**src/hdl/mode_latch_supervisor_macros.svh**
```systemverilog
// assertion macros used by the mode latch supervisor core (mls_core)
`ifndef MODE_LATCH_SUPERVISOR_MACROS_SVH
`define MODE_LATCH_SUPERVISOR_MACROS_SVH

// same-cycle implication, sampled on clk, off while arst_n is low
`define MLS_ASSERT_IMP(lbl, ante, cons, msg) \
	lbl: assert property (@(posedge clk) disable iff (!arst_n) (ante) |-> (cons)) \
		else $error(msg);

// next-cycle implication, sampled on clk, off while arst_n is low
`define MLS_ASSERT_NXT(lbl, ante, cons, msg) \
	lbl: assert property (@(posedge clk) disable iff (!arst_n) (ante) |=> (cons)) \
		else $error(msg);

`endif

```
**src/hdl/mls_pkg.sv**
```systemverilog
// types and constants of the mode latch supervisor
`timescale 1ns / 1ps

package mls_pkg;

	localparam int TIME_W = 32;
	localparam int CFG_W  = 16;
	localparam int MV_W   = 16;

	typedef enum logic [1:0] {
		MODE_NONE = 2'd0,
		MODE_S1   = 2'd1,
		MODE_S2   = 2'd2
	} mode_t;

	typedef enum logic [1:0] {
		CLASS_OTHER    = 2'd0,
		CLASS_RUN      = 2'd1,
		CLASS_UPS      = 2'd2,
		CLASS_SHUTDOWN = 2'd3
	} class_t;

	typedef enum logic [1:0] {
		REG_CONFIRM = 2'd0,
		REG_TROLLEY = 2'd1,
		REG_KEY     = 2'd2,
		REG_MAINS   = 2'd3
	} reg_idx_t;

	localparam logic [CFG_W-1:0] CONFIRM_RST = 16'd1000;
	localparam logic [CFG_W-1:0] TROLLEY_RST = 16'd2000;
	localparam logic [CFG_W-1:0] KEY_RST     = 16'd5000;
	localparam logic [CFG_W-1:0] MAINS_RST   = 16'd2200;

	typedef struct packed {
		logic [CFG_W-1:0] confirm_ms;
		logic [CFG_W-1:0] trolley_hold_ms;
		logic [CFG_W-1:0] key_reset_ms;
		logic [CFG_W-1:0] mains_threshold_mv;
	} cfg_t;

	typedef struct packed {
		logic [TIME_W-1:0] now_ms;
		logic              dip_s1;
		logic              dip_s2;
		logic              dip_solo;
		logic              reset_level;
		logic              onoff_level;
		logic              trolley_raw;
		logic              mains_flag;
		logic [MV_W-1:0]   pdc_mv;
		class_t            substate_class;
	} item_t;

	typedef struct packed {
		mode_t system_mode;
		logic  mode_locked;
		logic  solo_latched;
		mode_t enter_request;
		logic  error_indicate;
		logic  trolley_connected;
		logic  fan_on;
		logic  mains_led;
	} result_t;

endpackage

```
**src/hdl/mls_core.sv**
```systemverilog
// supervisor state and the per-tick update logic
`timescale 1ns / 1ps
`include "mode_latch_supervisor_macros.svh"

module mls_core (
	input  logic             clk,
	input  logic             arst_n,
	input  logic             fire,
	input  mls_pkg::cfg_t    cfg,
	input  mls_pkg::item_t   item,
	output mls_pkg::result_t res
);

	mls_pkg::mode_t              mode_q, cand_mode_q;
	logic                        locked_q, cand_timing_q, solo_q, last_rst_q;
	logic                        last_shut_q, key_held_q, key_armed_q;
	logic                        troll_state_q, troll_timing_q;
	logic [mls_pkg::TIME_W-1:0]  cand_start_q, key_start_q, troll_start_q;

	mls_pkg::mode_t              mode_d, cand_mode_d;
	logic                        locked_d, cand_timing_d, solo_d;
	logic                        last_shut_d, key_held_d, key_armed_d;
	logic                        troll_state_d, troll_timing_d;
	logic [mls_pkg::TIME_W-1:0]  cand_start_d, key_start_d, troll_start_d;

	always_comb begin
		mls_pkg::mode_t want;
		mls_pkg::mode_t enter;
		logic           has_sub;
		logic           shut;
		logic           err;

		mode_d         = mode_q;
		cand_mode_d    = cand_mode_q;
		locked_d       = locked_q;
		cand_timing_d  = cand_timing_q;
		solo_d         = solo_q;
		last_shut_d    = last_shut_q;
		key_held_d     = key_held_q;
		key_armed_d    = key_armed_q;
		troll_state_d  = troll_state_q;
		troll_timing_d = troll_timing_q;
		cand_start_d   = cand_start_q;
		key_start_d    = key_start_q;
		troll_start_d  = troll_start_q;
		enter          = mls_pkg::MODE_NONE;
		err            = 1'b0;

		// reset input rising edge re-arms detection
		if (item.reset_level && !last_rst_q && locked_d) begin
			locked_d      = 1'b0;
			cand_mode_d   = mls_pkg::MODE_NONE;
			cand_timing_d = 1'b0;
		end

		if (item.dip_s1 && !item.dip_s2 && !item.dip_solo)
			want = mls_pkg::MODE_S1;
		else if (!item.dip_s1 && item.dip_s2)
			want = mls_pkg::MODE_S2;
		else
			want = mls_pkg::MODE_NONE;

		if (!locked_d) begin
			if (want != cand_mode_d || !cand_timing_d) begin
				cand_mode_d   = want;
				cand_timing_d = 1'b1;
				cand_start_d  = item.now_ms;
			end else if ((item.now_ms - cand_start_d) >= mls_pkg::TIME_W'(cfg.confirm_ms)) begin
				if (want != mode_q || (want == mls_pkg::MODE_S2 && item.dip_solo != solo_q))
					enter = want;
				mode_d   = want;
				solo_d   = item.dip_solo;
				locked_d = 1'b1;
			end
		end

		// trolley debounce
		if (!item.trolley_raw) begin
			troll_state_d  = 1'b0;
			troll_timing_d = 1'b0;
		end else if (!troll_state_d) begin
			if (!troll_timing_d) begin
				troll_timing_d = 1'b1;
				troll_start_d  = item.now_ms;
			end else if ((item.now_ms - troll_start_d)
					>= mls_pkg::TIME_W'(cfg.trolley_hold_ms)) begin
				troll_state_d = 1'b1;
			end
		end

		// key hold handling, only meaningful without a valid mode
		has_sub = (mode_d != mls_pkg::MODE_NONE);
		if (!has_sub) begin
			if (!locked_d) begin
				key_held_d  = 1'b0;
				key_armed_d = 1'b0;
			end else if (item.onoff_level && !key_held_d) begin
				key_held_d  = 1'b1;
				key_start_d = item.now_ms;
				key_armed_d = 1'b0;
			end else if (item.onoff_level && key_held_d) begin
				if ((item.now_ms - key_start_d) >= mls_pkg::TIME_W'(cfg.key_reset_ms))
					key_armed_d = 1'b1;
			end else if (!item.onoff_level && key_held_d) begin
				key_held_d = 1'b0;
				if (key_armed_d) begin
					key_armed_d   = 1'b0;
					locked_d      = 1'b0;
					cand_mode_d   = mls_pkg::MODE_NONE;
					cand_timing_d = 1'b0;
					last_shut_d   = 1'b0;
				end
			end
			err = locked_d;
		end

		// entry to shutdown re-arms detection
		shut = has_sub && (item.substate_class == mls_pkg::CLASS_SHUTDOWN);
		if (shut && !last_shut_d && locked_d) begin
			locked_d      = 1'b0;
			cand_mode_d   = mls_pkg::MODE_NONE;
			cand_timing_d = 1'b0;
		end
		last_shut_d = shut;

		res.system_mode       = mode_d;
		res.mode_locked       = locked_d;
		res.solo_latched      = solo_d;
		res.enter_request     = enter;
		res.error_indicate    = err;
		res.trolley_connected = troll_state_d;
		res.fan_on            = has_sub && (item.substate_class == mls_pkg::CLASS_RUN
			|| item.substate_class == mls_pkg::CLASS_UPS);
		res.mains_led         = item.mains_flag
			&& (item.pdc_mv > cfg.mains_threshold_mv);
	end

	always_ff @(posedge clk or negedge arst_n) begin
		if (!arst_n) begin
			mode_q         <= mls_pkg::MODE_NONE;
			cand_mode_q    <= mls_pkg::MODE_NONE;
			locked_q       <= 1'b0;
			cand_timing_q  <= 1'b0;
			solo_q         <= 1'b0;
			last_rst_q     <= 1'b0;
			last_shut_q    <= 1'b0;
			key_held_q     <= 1'b0;
			key_armed_q    <= 1'b0;
			troll_state_q  <= 1'b0;
			troll_timing_q <= 1'b0;
			cand_start_q   <= '0;
			key_start_q    <= '0;
			troll_start_q  <= '0;
		end else if (fire) begin
			mode_q         <= mode_d;
			cand_mode_q    <= cand_mode_d;
			locked_q       <= locked_d;
			cand_timing_q  <= cand_timing_d;
			solo_q         <= solo_d;
			last_rst_q     <= item.reset_level;
			last_shut_q    <= last_shut_d;
			key_held_q     <= key_held_d;
			key_armed_q    <= key_armed_d;
			troll_state_q  <= troll_state_d;
			troll_timing_q <= troll_timing_d;
			cand_start_q   <= cand_start_d;
			key_start_q    <= key_start_d;
			troll_start_q  <= troll_start_d;
		end
	end

	// a latch on a shutdown entry tick re-arms at once, so only the mode is tied to enter
	`MLS_ASSERT_IMP(a_enter_locks, fire && res.enter_request != mls_pkg::MODE_NONE,
		res.enter_request == res.system_mode, "enter request for a mode other than the latched one")
	`MLS_ASSERT_IMP(a_err_mode, fire && res.error_indicate,
		res.mode_locked && res.system_mode == mls_pkg::MODE_NONE,
		"error indicator outside the latched error state")
	`MLS_ASSERT_NXT(a_key_clear, fire && !locked_d,
		!key_held_q && !key_armed_q || mode_q != mls_pkg::MODE_NONE,
		"key tracking active while unlocked without mode")
	`MLS_ASSERT_IMP(a_fan_mode, fire && res.fan_on, res.system_mode != mls_pkg::MODE_NONE,
		"fan on without a valid mode")

endmodule

```
**src/hdl/mode_latch_supervisor.sv**
```systemverilog
// top level of the mode latch supervisor: config registers, input and result registers
`timescale 1ns / 1ps

// mode latch supervisor: each transfer on the input channel is one firmware tick
// (millisecond timestamp plus input levels) and yields exactly one result transfer.
// a tick is taken into an input register, the whole update runs in one pass of
// combinational logic in mls_core, and the result lands in an output register;
// the block sustains one tick per cycle while out_stall is low; the whole state
// update in mls_core (dip latch, trolley debounce, key hold timers) is in that pass.
// the output register frees as the result is taken, so a new tick is accepted in
// the same cycle that a waiting result transfers. configuration registers are
// written through cfg_we/cfg_index/cfg_data and should only change while idle.
module mode_latch_supervisor (
	input  logic                         clk,
	input  logic                         arst_n,
	// configuration write port
	input  logic                         cfg_we,
	input  logic [1:0]                   cfg_index,
	input  logic [mls_pkg::CFG_W-1:0]    cfg_data,
	// input channel
	input  logic                         in_valid,
	output logic                         in_stall,
	input  logic [mls_pkg::TIME_W-1:0]   now_ms,
	input  logic                         dip_s1,
	input  logic                         dip_s2,
	input  logic                         dip_solo,
	input  logic                         reset_level,
	input  logic                         onoff_level,
	input  logic                         trolley_raw,
	input  logic                         mains_flag,
	input  logic [mls_pkg::MV_W-1:0]     pdc_mv,
	input  logic [1:0]                   substate_class,
	// result channel
	output logic                         out_valid,
	input  logic                         out_stall,
	output logic [1:0]                   system_mode,
	output logic                         mode_locked,
	output logic                         solo_latched,
	output logic [1:0]                   enter_request,
	output logic                         error_indicate,
	output logic                         trolley_connected,
	output logic                         fan_on,
	output logic                         mains_led
);

	mls_pkg::cfg_t    cfg_q;
	mls_pkg::item_t   item_s1;
	logic             valid_s1;
	mls_pkg::result_t res_c;
	mls_pkg::result_t res_q;
	logic             out_valid_q;
	logic             fire;
	logic             in_take;

	// configuration registers, reset to their documented defaults
	always_ff @(posedge clk or negedge arst_n) begin
		if (!arst_n) begin
			cfg_q.confirm_ms         <= mls_pkg::CONFIRM_RST;
			cfg_q.trolley_hold_ms    <= mls_pkg::TROLLEY_RST;
			cfg_q.key_reset_ms       <= mls_pkg::KEY_RST;
			cfg_q.mains_threshold_mv <= mls_pkg::MAINS_RST;
		end else if (cfg_we) begin
			case (mls_pkg::reg_idx_t'(cfg_index))
				mls_pkg::REG_CONFIRM: cfg_q.confirm_ms         <= cfg_data;
				mls_pkg::REG_TROLLEY: cfg_q.trolley_hold_ms    <= cfg_data;
				mls_pkg::REG_KEY:     cfg_q.key_reset_ms       <= cfg_data;
				mls_pkg::REG_MAINS:   cfg_q.mains_threshold_mv <= cfg_data;
				default: ;
			endcase
		end
	end

	// a tick in the input register is processed once the result register is free
	// or its content transfers in this cycle
	assign fire     = valid_s1 && (!out_valid_q || !out_stall);
	assign in_stall = valid_s1 && !fire;
	assign in_take  = in_valid && !in_stall;

	always_ff @(posedge clk or negedge arst_n) begin
		if (!arst_n) begin
			valid_s1 <= 1'b0;
		end else if (in_take) begin
			valid_s1 <= 1'b1;
		end else if (fire) begin
			valid_s1 <= 1'b0;
		end
	end

	// input payload register
	always_ff @(posedge clk) begin
		if (in_take) begin
			item_s1.now_ms         <= now_ms;
			item_s1.dip_s1         <= dip_s1;
			item_s1.dip_s2         <= dip_s2;
			item_s1.dip_solo       <= dip_solo;
			item_s1.reset_level    <= reset_level;
			item_s1.onoff_level    <= onoff_level;
			item_s1.trolley_raw    <= trolley_raw;
			item_s1.mains_flag     <= mains_flag;
			item_s1.pdc_mv         <= pdc_mv;
			item_s1.substate_class <= mls_pkg::class_t'(substate_class);
		end
	end

	// state and per-tick update
	mls_core u_core (
		.clk    (clk),
		.arst_n (arst_n),
		.fire   (fire),
		.cfg    (cfg_q),
		.item   (item_s1),
		.res    (res_c)
	);

	// result register, holds while stalled
	always_ff @(posedge clk or negedge arst_n) begin
		if (!arst_n) begin
			out_valid_q <= 1'b0;
		end else if (fire) begin
			out_valid_q <= 1'b1;
		end else if (!out_stall) begin
			out_valid_q <= 1'b0;
		end
	end

	always_ff @(posedge clk) begin
		if (fire) begin
			res_q <= res_c;
		end
	end

	assign out_valid         = out_valid_q;
	assign system_mode       = res_q.system_mode;
	assign mode_locked       = res_q.mode_locked;
	assign solo_latched      = res_q.solo_latched;
	assign enter_request     = res_q.enter_request;
	assign error_indicate    = res_q.error_indicate;
	assign trolley_connected = res_q.trolley_connected;
	assign fan_on            = res_q.fan_on;
	assign mains_led         = res_q.mains_led;

endmodule
```
**config.mk**
```make
export PLATFORM = sky130hd
export DESIGN_NAME = mode_latch_supervisor
export DESIGN_NICKNAME = d
export VERILOG_FILES = /design/src/hdl/mls_pkg.sv /design/src/hdl/mls_core.sv /design/src/hdl/mode_latch_supervisor.sv
export VERILOG_INCLUDE_DIRS = /design/src /design/src/hdl
export SDC_FILE = /design/constraint.sdc
export NUM_CORES = 1
export LEC_CHECK = 0
export BUFFER_PORTS_ARGS = -buffer_cell sky130_fd_sc_hd__buf_2
export CORE_MARGIN = 10
export CORE_UTILIZATION = 45
export CTS_CLUSTER_SIZE = 40
export DETAILED_ROUTE_END_ITERATION = 6
export GPL_TIMING_DRIVEN = 0
export PLACE_DENSITY = 0.65
export SETUP_SLACK_MARGIN = 0.3
export SYNTH_ARGS = -nofsm -noshare
export SYNTH_HDL_FRONTEND = slang
export SYNTH_HIERARCHICAL = 1
export SYNTH_SLANG_ARGS = --single-unit
export TNS_END_PERCENT = 1
```
**constraint.sdc**
```tcl
create_clock -name clk -period 14.11 [get_ports clk]
set_input_delay 0.7055 -clock clk [delete_from_list [all_inputs] [get_ports clk]]
set_output_delay 0.7055 -clock clk [all_outputs]
set_load 0.05 [all_outputs]
```
* Word-level counts from Yosys, hierarchy flattened *
Cells that the tools add are included.

cells by class
  $add $sub $neg = 3
  magnitude comparators = 4
  equality and inequality tests = 16
  multiplexer cells = 63
  bitwise operators = 6
  reduce and logical (&&, ||, !) cells = 47

operator list
  cell                number
  $ge 32x16->1        3
  $sub 32x32->32      3
  $mux 1              48
  $mux 2              15
  $logic_and 1x1->1   17
  $gt 16x16->1        1
  $reduce_and 4->1    4
  $logic_not 1->1     12
  $eq 2x2->1 const B  5
  $reduce_and 2->1    5
  $ne 4x4->1 const B  2
  $ne 3x3->1 const B  2
  $not 1->1           6
  $eq 2x1->1 const B  2
  $logic_or 1x1->1    4
  $ne 2x2->1          2
  $reduce_bool 2->1   2
  $reduce_or 4->1     1
  $reduce_and 3->1    1
  $logic_not 2->1     1
  $ne 2x1->1 const B  1
  $ne 2x2->1 const B  1
  $ne 1x1->1          1

storage, ports and cells
  register bits after elaboration = 242
  input port bits = 80
  output and inout port bits = 12

* Longest topological paths before layout *
Gate-level depths: netlist (run 1).

  depth in word-level cells = 15
  gate-level depth with buffers = 25

* Hierarchy *
The synthesis (run 1) kept the hierarchy.

modules (own cells, without submodules)
  module                 times used  cells an instance  area an instance (µm²)  seq. area each (µm²)
  mls_core               1           1421               11439.7                 2727.6
  mode_latch_supervisor  1           211                4535.6                  3689.8

* Worst setup path before layout (run 1) *
OpenSTA, ideal clock, no wires.

  kind = reg-to-reg
  from = register item_s1[25] (netlist bit)
  to = register res_q, in the netlist trolley_connected (data pin)
  arrival time = 5.148 ns
  path slack = 8.711 ns
  stages on the path, launching flop included = 26
  path buffers = 1
  period minus slack after synthesis = 5.399 ns
  cells stage by stage = edfxtp_1 > inv_1 > ha_1 > inv_1 > fa_1 > a21o_1 > a21oi_1 > nor2b_1 > o41a_1 > a221oi_1 > inv_1 > a221oi_1 > xnor2_1 > ha_1 > and4_1 > a22oi_1 > o221ai_1 > nor4_1 > o2111ai_1 > or4_1 > nor3_1 > nand4_1 > nor4_1 > a41oi_1 > and2_1 > buf_4

between the ends
  cells in the longest elaborated chain, start to end = 6

ends and longest elaborated chain
  what                            RTL line                      RTL
  start: declaration              mode_latch_supervisor.sv:47   mls_pkg::item_t item_s1;
  $sub 32x32->32                  mls_core.sv:85                end else if ((item.now_ms - troll_start_d)
  $ge 32x16->1                    mls_core.sv:86                >= mls_pkg::TIME_W'(cfg.trolley_hold_ms)) begin
  $mux 1                          mls_core.sv:85
  $mux 1                          mls_core.sv:82                if (!troll_timing_d) begin
  $mux 1                          mls_core.sv:81                end else if (!troll_state_d) begin
  $mux 1                          mls_core.sv:78                if (!item.trolley_raw) begin
  named net u_core.troll_state_d  mls_core.sv:23                logic troll_state_d, troll_timing_d;
  end signal: assignment          mode_latch_supervisor.sv:128  res_q <= res_c;
  end: declaration                mode_latch_supervisor.sv:50   mls_pkg::result_t res_q;

The timed path passes the listed nets, and every way through them passes these cells.
A chain may end at the register's enable or synchronous reset.

* Worst setup path in the final report (run 1) *
Same ends and word-level chain as after synthesis.

==> results.sh, run 1 <==
export IMPL_status="finished clean"
export IMPL_synth_most_common_cell="inv_1"
export IMPL_syn_instance_count=1632
export IMPL_final_core_util_pct=51.8
export IMPL_post_route_period_util_pct=49.7
export IMPL_cts_sinks=242
export IMPL_ios=92
export IMPL_initial_core_util_pct=45.9
export IMPL_finalSetupViolCount=0
export IMPL_dp_hpwl_mm=31.7
export IMPL_rsz0062_at_grt="no"
export IMPL_cts_tree="yes"
export IMPL_start_kind="flop"
export IMPL_synthFlopType="dfrtp_1"
export IMPL_cp_max_fo=4
export IMPL_place_gp_congestion=0.917
export IMPL_drtAntennaViolNets=0
export IMPL_critPathRequiredTime_ns=14.42
export IMPL_syn_cell_area_um2=16000
export IMPL_dieArea_um2=43400
export IMPL_detail_route_wirelength_mm=40.8
export IMPL_slew_violations=0
export IMPL_cellLeakagePower_nw=8.13
export IMPL_rows=68
export IMPL_portBuffers=91
export IMPL_crit_family="compound AO/OA/AOI/OAI gates"
export IMPL_wl_met1_mm=19.0
export IMPL_worstPathArrival_ns=7.33
export IMPL_worst_ir_drop_vdd_mv=0.105
export IMPL_hold_slack_ns=0.147
export IMPL_die_x_um=208
export IMPL_ff2ff_path_depth=25
export IMPL_wl_met2_mm=19.2
export IMPL_r2r_end="trolley_connected"
export IMPL_met3_length_mm=1.79
export IMPL_cp_num_buf_inv=4
export IMPL_clk_pin_slew_worst_paths_ns=0.06
export IMPL_crit_slowest_cell="a221oi_1"
export IMPL_highest_layer="met4"
export IMPL_grt_max_degree=101
export IMPL_synth_net_count=1873
export IMPL_drt_pass1_iterations=6
export IMPL_antenna_found_initial=0
export IMPL_cts_repair_resized=0
export IMPL_grt_pass1_wl_mm=66.5
export IMPL_synth_top_area_share_pct=24.1
export IMPL_relSlewSlack_pct=39.9
export IMPL_num_vias=12400
export IMPL_synthTopCellsByCount="190 x inv_1, 158 x ha_1, 154 x dfrtp_1"
export IMPL_drive_above_1_share_pct=17.1
export IMPL_final_nets=1999
export IMPL_yosys_top_cells_area="dfrtp_1 24%, edfxtp_1 13%, ha_1 12%, mux2_2 5.6%, inv_1 4.5%"
export IMPL_min_period_ns=7.02
export IMPL_max_stage_delay_ns=0.61
export IMPL_async_reset_ff_share_pct=72.3
export IMPL_synth_avg_cell_area_um2=9.79
export IMPL_fmax_mhz=143
export IMPL_ctsHtreeMaxLevel=1
export IMPL_root_buffer="clkbuf_16"
export IMPL_area_delta_synth_final_pct=12.8
export IMPL_criticalPathCategory="flop to flop"
export IMPL_insertion_delay_ns=0.56
export IMPL_core_area_um2=34800
export IMPL_track_usage_pct=18.4
export IMPL_synth_warnings=6
export IMPL_drcViolationCount=0
export IMPL_worst_r2r_setup_slack_ns=7.09
export IMPL_cpMostUsedCell="inv_1"
export IMPL_critPathCaptureType="flop"
export IMPL_cp_depth=25
export IMPL_drt_vias_per_instance=5.55
export IMPL_drt_iter0_markers=808
export IMPL_finClkSkew_ns=0.0152
export IMPL_report_final_hold_viol_count=0
export IMPL_antenna_cells=0
export IMPL_synth_cell_types=83
export IMPL_power_density_nw_per_um2=217
export IMPL_hold_path_class="input port to async pin"
export IMPL_ys_seq_area_share_pct=40.2
export IMPL_numCtsBuffers=30
export IMPL_die_y_um=208
export IMPL_total_power_mw=3.91
export IMPL_ys_ff_latch=242
export IMPL_clockBufferDepth=3
export IMPL_finalSetupTns_ns=0
export IMPL_cts_hold_buf=0
export IMPL_rr_startpoint="item_s1[25]"
export IMPL_tightest_slew_ns=0.900
export IMPL_post_cts_setup_buffers=0
export IMPL_fin_ws_ns=7.09
export IMPL_synth_top_area_cell="dfrtp_1"
export IMPL_synth_edf_count=67
export IMPL_pre_cts_slack_ns=7.29
export IMPL_grt_pass1_vias=12300
export IMPL_wl_per_cell_um=18.2
export IMPL_grt_ovfl_total=0
export IMPL_max_cap_violations=0
placed cells by master (no fill, tap or decap), drive strengths merged, types with 8 or more instances in the layout:
| master | instances |
|---|---|
| dfstp | 21 |
| nand4 | 26 |
| a21oi | 119 |
| and2 | 10 |
| nor4 | 13 |
| a21o | 37 |
| xnor2 | 40 |
| and3 | 8 |
| clkbuf | 79 |
| xor2 | 24 |
| mux2 | 109 |
| nand2b | 20 |
| nor2 | 88 |
| nor2b | 17 |
| inv | 191 |
| o211ai | 13 |
| a211oi | 13 |
| o21a | 17 |
| ha | 158 |
| nor3 | 16 |
| o21ai | 135 |
| nand3 | 18 |
| buf | 107 |
| edfxtp | 67 |
| o22ai | 9 |
| o21bai | 11 |
| dfrtp | 154 |
| mux2i | 13 |
| nand2 | 138 |
routing by layer:
metal  up-vias  GRT usage, %
li1       6074             -
met1      6017          24.9
met2       275          30.6
met3        52          2.11
met4         0          4.51
met5         -             0
sequential cells by signal, summed over array words and instances, names as in the netlist, 2 cells and up:
register / cells
u_core/mode_q: 2
u_core/cand_start_q: 32
u_core/key_start_q: 32
enter_request: 2
system_mode: 2
item_s1: 57
cfg_q: 64
u_core/troll_start_q: 32
u_core/cand_mode_q: 2
cell type report:
class / count / area [um^2]
Inverter: 190 / 713
Buffer: 45 / 229
Tap cell: 455 / 569
Clock buffer: 47 / 876
Timing Repair Buffer: 94 / 512
Sequential cell: 242 / 6420
Multi-Input combinational cell: 1155 / 8620
Fill cell: 3203 / 16800
Clock inverter: 9 / 78.8
how the worst max path moves through the flow:
stage                     start                end  slack [ns]
floorplan           item_s1[25]  trolley_connected        8.71
global placement    item_s1[25]  trolley_connected        7.41
detailed placement  item_s1[25]  trolley_connected        7.29
CTS                 item_s1[25]  trolley_connected        7.25
global route        item_s1[25]  trolley_connected        6.76
finish              item_s1[25]  trolley_connected        7.09
per-stage QoR:
stage	area, um^2	cells
3_3_place_gp	17000	2178
3_5_place_dp	17100	2181
2_1_floorplan	16000	1632
5_1_grt	18000	2237
4_1_cts	18000	2237
6_report	18000	2237
logic make-up after synthesis:
group                    share of synthesized area [%]
multiplexers                                      9.26
XOR/XNOR                                          3.51
AND/OR/NAND/NOR                                   11.9
flip-flops                                        40.2
AO/OA/AOI/OAI                                     16.5
adder cells (fa/ha/maj)                           12.8
buffers and inverters                             5.90
where the power goes:
part | total, mW | switching (mW) | internal, mW | leakage [nW]
clock network | 0.739 | 0.297 | 0.442 | 0.463
registers | 1.04 | 0.0999 | 0.937 | 2.73
logic | 2.14 | 1.23 | 0.905 | 4.94
total | 3.91 | 1.63 | 2.28 | 8.13
No activity file was read; power rests on OpenSTA's default activity.
==> run 2: changes to the inputs <==
--- a/config.mk
+++ b/config.mk
@@ -6,6 +6,7 @@
 export SDC_FILE = /design/constraint.sdc
 export NUM_CORES = 1
 export LEC_CHECK = 0
+export ABC_AREA = 1
 export BUFFER_PORTS_ARGS = -buffer_cell sky130_fd_sc_hd__buf_2
 export CORE_MARGIN = 10
 export CORE_UTILIZATION = 45
==> constraint.sdc (replaced) <==
create_clock -name clk -period 6.7 [get_ports clk]
set_input_delay 0.335 -clock clk [delete_from_list [all_inputs] [get_ports clk]]
set_output_delay 0.335 -clock clk [all_outputs]
set_load 0.05 [all_outputs]
==> results.sh, run 2 <==
export IMPL_status="finished clean"
export IMPL_tightest_slew_ns=0.995
export IMPL_ctsHtreeMaxLevel=1
export IMPL_top_regs="cfg_q (64), item_s1 (57)"
export IMPL_synth_top_family_by_area="simple AND/OR/NAND/NOR gates"
export IMPL_area_delta_synth_final_pct=15.1
export IMPL_antenna_found_initial=0
export IMPL_power_density_nw_per_um2=419
export IMPL_clk_pin_slew_worst_paths_ns=0.06
export IMPL_worstPathArrival_ns=5.40
export IMPL_die_x_um=216
export IMPL_track_usage_pct=21.8
export IMPL_fmax_mhz=197
export IMPL_final_common_cell="nand2_1"
export IMPL_clockBufferDepth=3
export IMPL_drtAntennaViolNets=0
export IMPL_post_cts_setup_buffers=0
export IMPL_core_area_um2=37800
export IMPL_yosys_top_cells_area="dfrtp_1 22%, nand2_1 16%, edfxtp_1 12%, ha_1 11%, inv_1 8.6%"
export IMPL_slew_violations=0
export IMPL_syn_cell_area_um2=17300
export IMPL_hold_slack_ns=0.0734
export IMPL_rsz0062_at_grt="no"
export IMPL_finClkSkew_ns=0.0246
export IMPL_critPathRequiredTime_ns=7.03
export IMPL_synth_avg_cell_area_um2=7.25
export IMPL_grt_pass1_vias=15700
export IMPL_synth_net_count=2633
export IMPL_ys_seq_area_share_pct=37.0
export IMPL_detail_route_wirelength_mm=51.8
export IMPL_async_reset_ff_share_pct=72.3
export IMPL_synthAdderAreaFrac_pct=11.7
export IMPL_p_seq_share_pct=26.0
export IMPL_grt_pass1_wl_mm=82.2
export IMPL_p_clk_share_pct=17.5
export IMPL_drt_vias_per_instance=5.19
export IMPL_drcViolationCount=0
export IMPL_insertion_delay_ns=0.57
export IMPL_antenna_cells=0
export IMPL_ios=92
export IMPL_drt_iter0_markers=1201
export IMPL_numCtsBuffers=27
export IMPL_grt_ovfl_total=0
export IMPL_critPathCaptureType="flop"
export IMPL_root_buffer="clkbuf_16"
export IMPL_share_comb_of_total_power_pct=56.5
export IMPL_drt_pass1_iterations=5
export IMPL_cp_max_fo=7
export IMPL_cts_tree="yes"
export IMPL_cellLeakagePower_nw=10.3
export IMPL_wl_per_cell_um=16.7
export IMPL_hold_path_class="input port to flop"
export IMPL_report_final_hold_viol_count=0
export IMPL_synth_top_area_cell="dfrtp_1"
export IMPL_dp_hpwl_mm=42.0
export IMPL_largest_register="cfg_q"
export IMPL_worst_ir_drop_vdd_mv=0.239
export IMPL_synth_cell_types=47
export IMPL_synth_xor_xnor_area_share_pct=3.13
export IMPL_drive_above_1_share_pct=7.99
export IMPL_place_gp_congestion=0.957
export IMPL_start_kind="flop"
export IMPL_p_sw_mw=3.93
export IMPL_synthTopCellsByCount="747 x nand2_1, 398 x inv_1, 158 x ha_1"
export IMPL_synth_area_mux_share_pct=0
export IMPL_finalSetupViolCount=0
export IMPL_cts_sinks=242
export IMPL_synth_edf_count=67
export IMPL_p_int_mw=4.43
export IMPL_synth_top_area_share_pct=22.2
export IMPL_num_vias=16100
export IMPL_synth_compound_area_share_pct=9.19
export IMPL_portBuffers=89
export IMPL_synthFlopType="dfrtp_1"
export IMPL_synth_most_common_cell="nand2_1"
export IMPL_post_route_period_util_pct=75.8
export IMPL_min_period_ns=5.08
export IMPL_yosys_area_share_simple_pct=28.7
export IMPL_dieArea_um2=46800
export IMPL_largest_register_ffs=64
export IMPL_rows=71
export IMPL_criticalPathCategory="flop to flop"
export IMPL_sw_frac_of_total_pct=47.0
export IMPL_relSlewSlack_pct=33.4
export IMPL_finalSetupTns_ns=0
export IMPL_max_cap_violations=0
export IMPL_synth_warnings=6
export IMPL_grt_max_degree=90
export IMPL_initial_core_util_pct=45.8
export IMPL_syn_instance_count=2392
export IMPL_ys_ff_latch=242
export IMPL_final_nets=2813
export IMPL_die_y_um=216
export IMPL_mostFrequentLayoutCells="747 x nand2_1, 397 x inv_1, 158 x ha_1"
==> run 2: cell count changes in the layout (fill, tap and decap cells not counted), sizes merged, moves of 33 or more <==
cell | previous run | this run
nor2 | 88 | 162
mux2 | 109 | 0
nand3 | 18 | 134
inv | 191 | 403
nand4 | 26 | 73
a21o | 37 | 4
dlygate4sd3 | 0 | 60
nand2 | 138 | 758
==> run 2: cell type report <==
class                   count  area, um^2
fillers                  3752       17900
flip-flops and latches    242        6420
inverters                 403        1510
plain buffers              49         262
well taps                 511         639
clock inverters            10         106
multi-input cells        1698        9150
repair buffers            151        1100
clock buffers              39         771
==> run 2: repair_timing <==
action	in CTS	in global routing
hold buffers	60	0
hold endpoints to repair	136	0
gates resized for setup	0	0
==> run 2: metrics by stage <==
stage	cell area, um^2	util (%)	power (mW)	instances	setup slack (ns)
finish	20000	52.8	8.36	3103	1.62
global route	20000	52.8	9.13	3103	1.27
CTS	20000	52.8	8.36	3103	1.62
detailed placement	18500	48.8	6.84	2994	1.68
global placement	18400	48.7	6.73	2992	1.65
floorplan	17300	-	5.53	2392	2.96
==> run 2: path summary, 6_finish.rpt <==
kind	startpoint	to	slack [ns]	depth (start not counted)
min	cfg_data[4]	cfg_q[4]	0.07	3
min reg2reg	cfg_q[42]	cfg_q[42]	0.46	2
max reg2reg	item_s1[26]	mode_locked	1.62	25
max in group asynchronous	arst_n	cfg_q[51]	5.43	3
min in group asynchronous	arst_n	u_core/troll_start_q[29]	0.35	2
max	item_s1[26]	mode_locked	1.62	25
==> run 2: cells by family (layout without fill, tap and decap cells) <==
| kind of cell | after synthesis | count (layout) |
|---|---|---|
| adder cells (fa/ha/maj) | 161 | 161 |
| buffers and inverters | 452 | 652 |
| XOR/XNOR | 62 | 62 |
| AO/OA/AOI/OAI | 300 | 300 |
| AND/OR/NAND/NOR | 1175 | 1175 |
| flip-flops | 242 | 242 |
==> run 2: worst max-delay path, stage by stage, from the launching register on <==
cell and delay [ns]:
edfxtp_1 0.58, inv_1 0.23, fa_1 0.50, inv_1 0.10, nand3_1 0.08, nand2_2 0.12
nand2_1 0.06, nand2_1 0.14, nand2_1 0.08, nand2_2 0.11, xor2_1 0.25, ha_1 0.29
nand2_1 0.07, nor2_1 0.04, a211oi_1 0.32, nand3_1 0.12, nor2_1 0.14, nand3_1 0.10
nor2_2 0.12, nand2_2 0.17, nand4_1 0.26, nand2_1 0.12, nor2_1 0.37, a21oi_1 0.16
and2_1 0.18, buf_4 0.13
==> run 2: metal layers <==
layer / global-route usage [%] / up-vias / part of all wire [%]
met5: 0 / - / 0
met4: 5.83 / 0 / 2.3
met3: 2.91 / 72 / 6.6
met2: 35.6 / 504 / 46
met1: 29.7 / 7472 / 45
li1: - / 8071 / -
==> run 2: power groups by stage <==
stage	registers (mW)	clock network, mW	logic [mW]
final	2.18	1.46	4.72
after global routing	2.22	1.56	5.36
after CTS	2.17	1.49	4.70
after detailed placement	2.19	0	4.64
after global placement	2.18	0	4.55
after floorplan	2.16	0	3.37
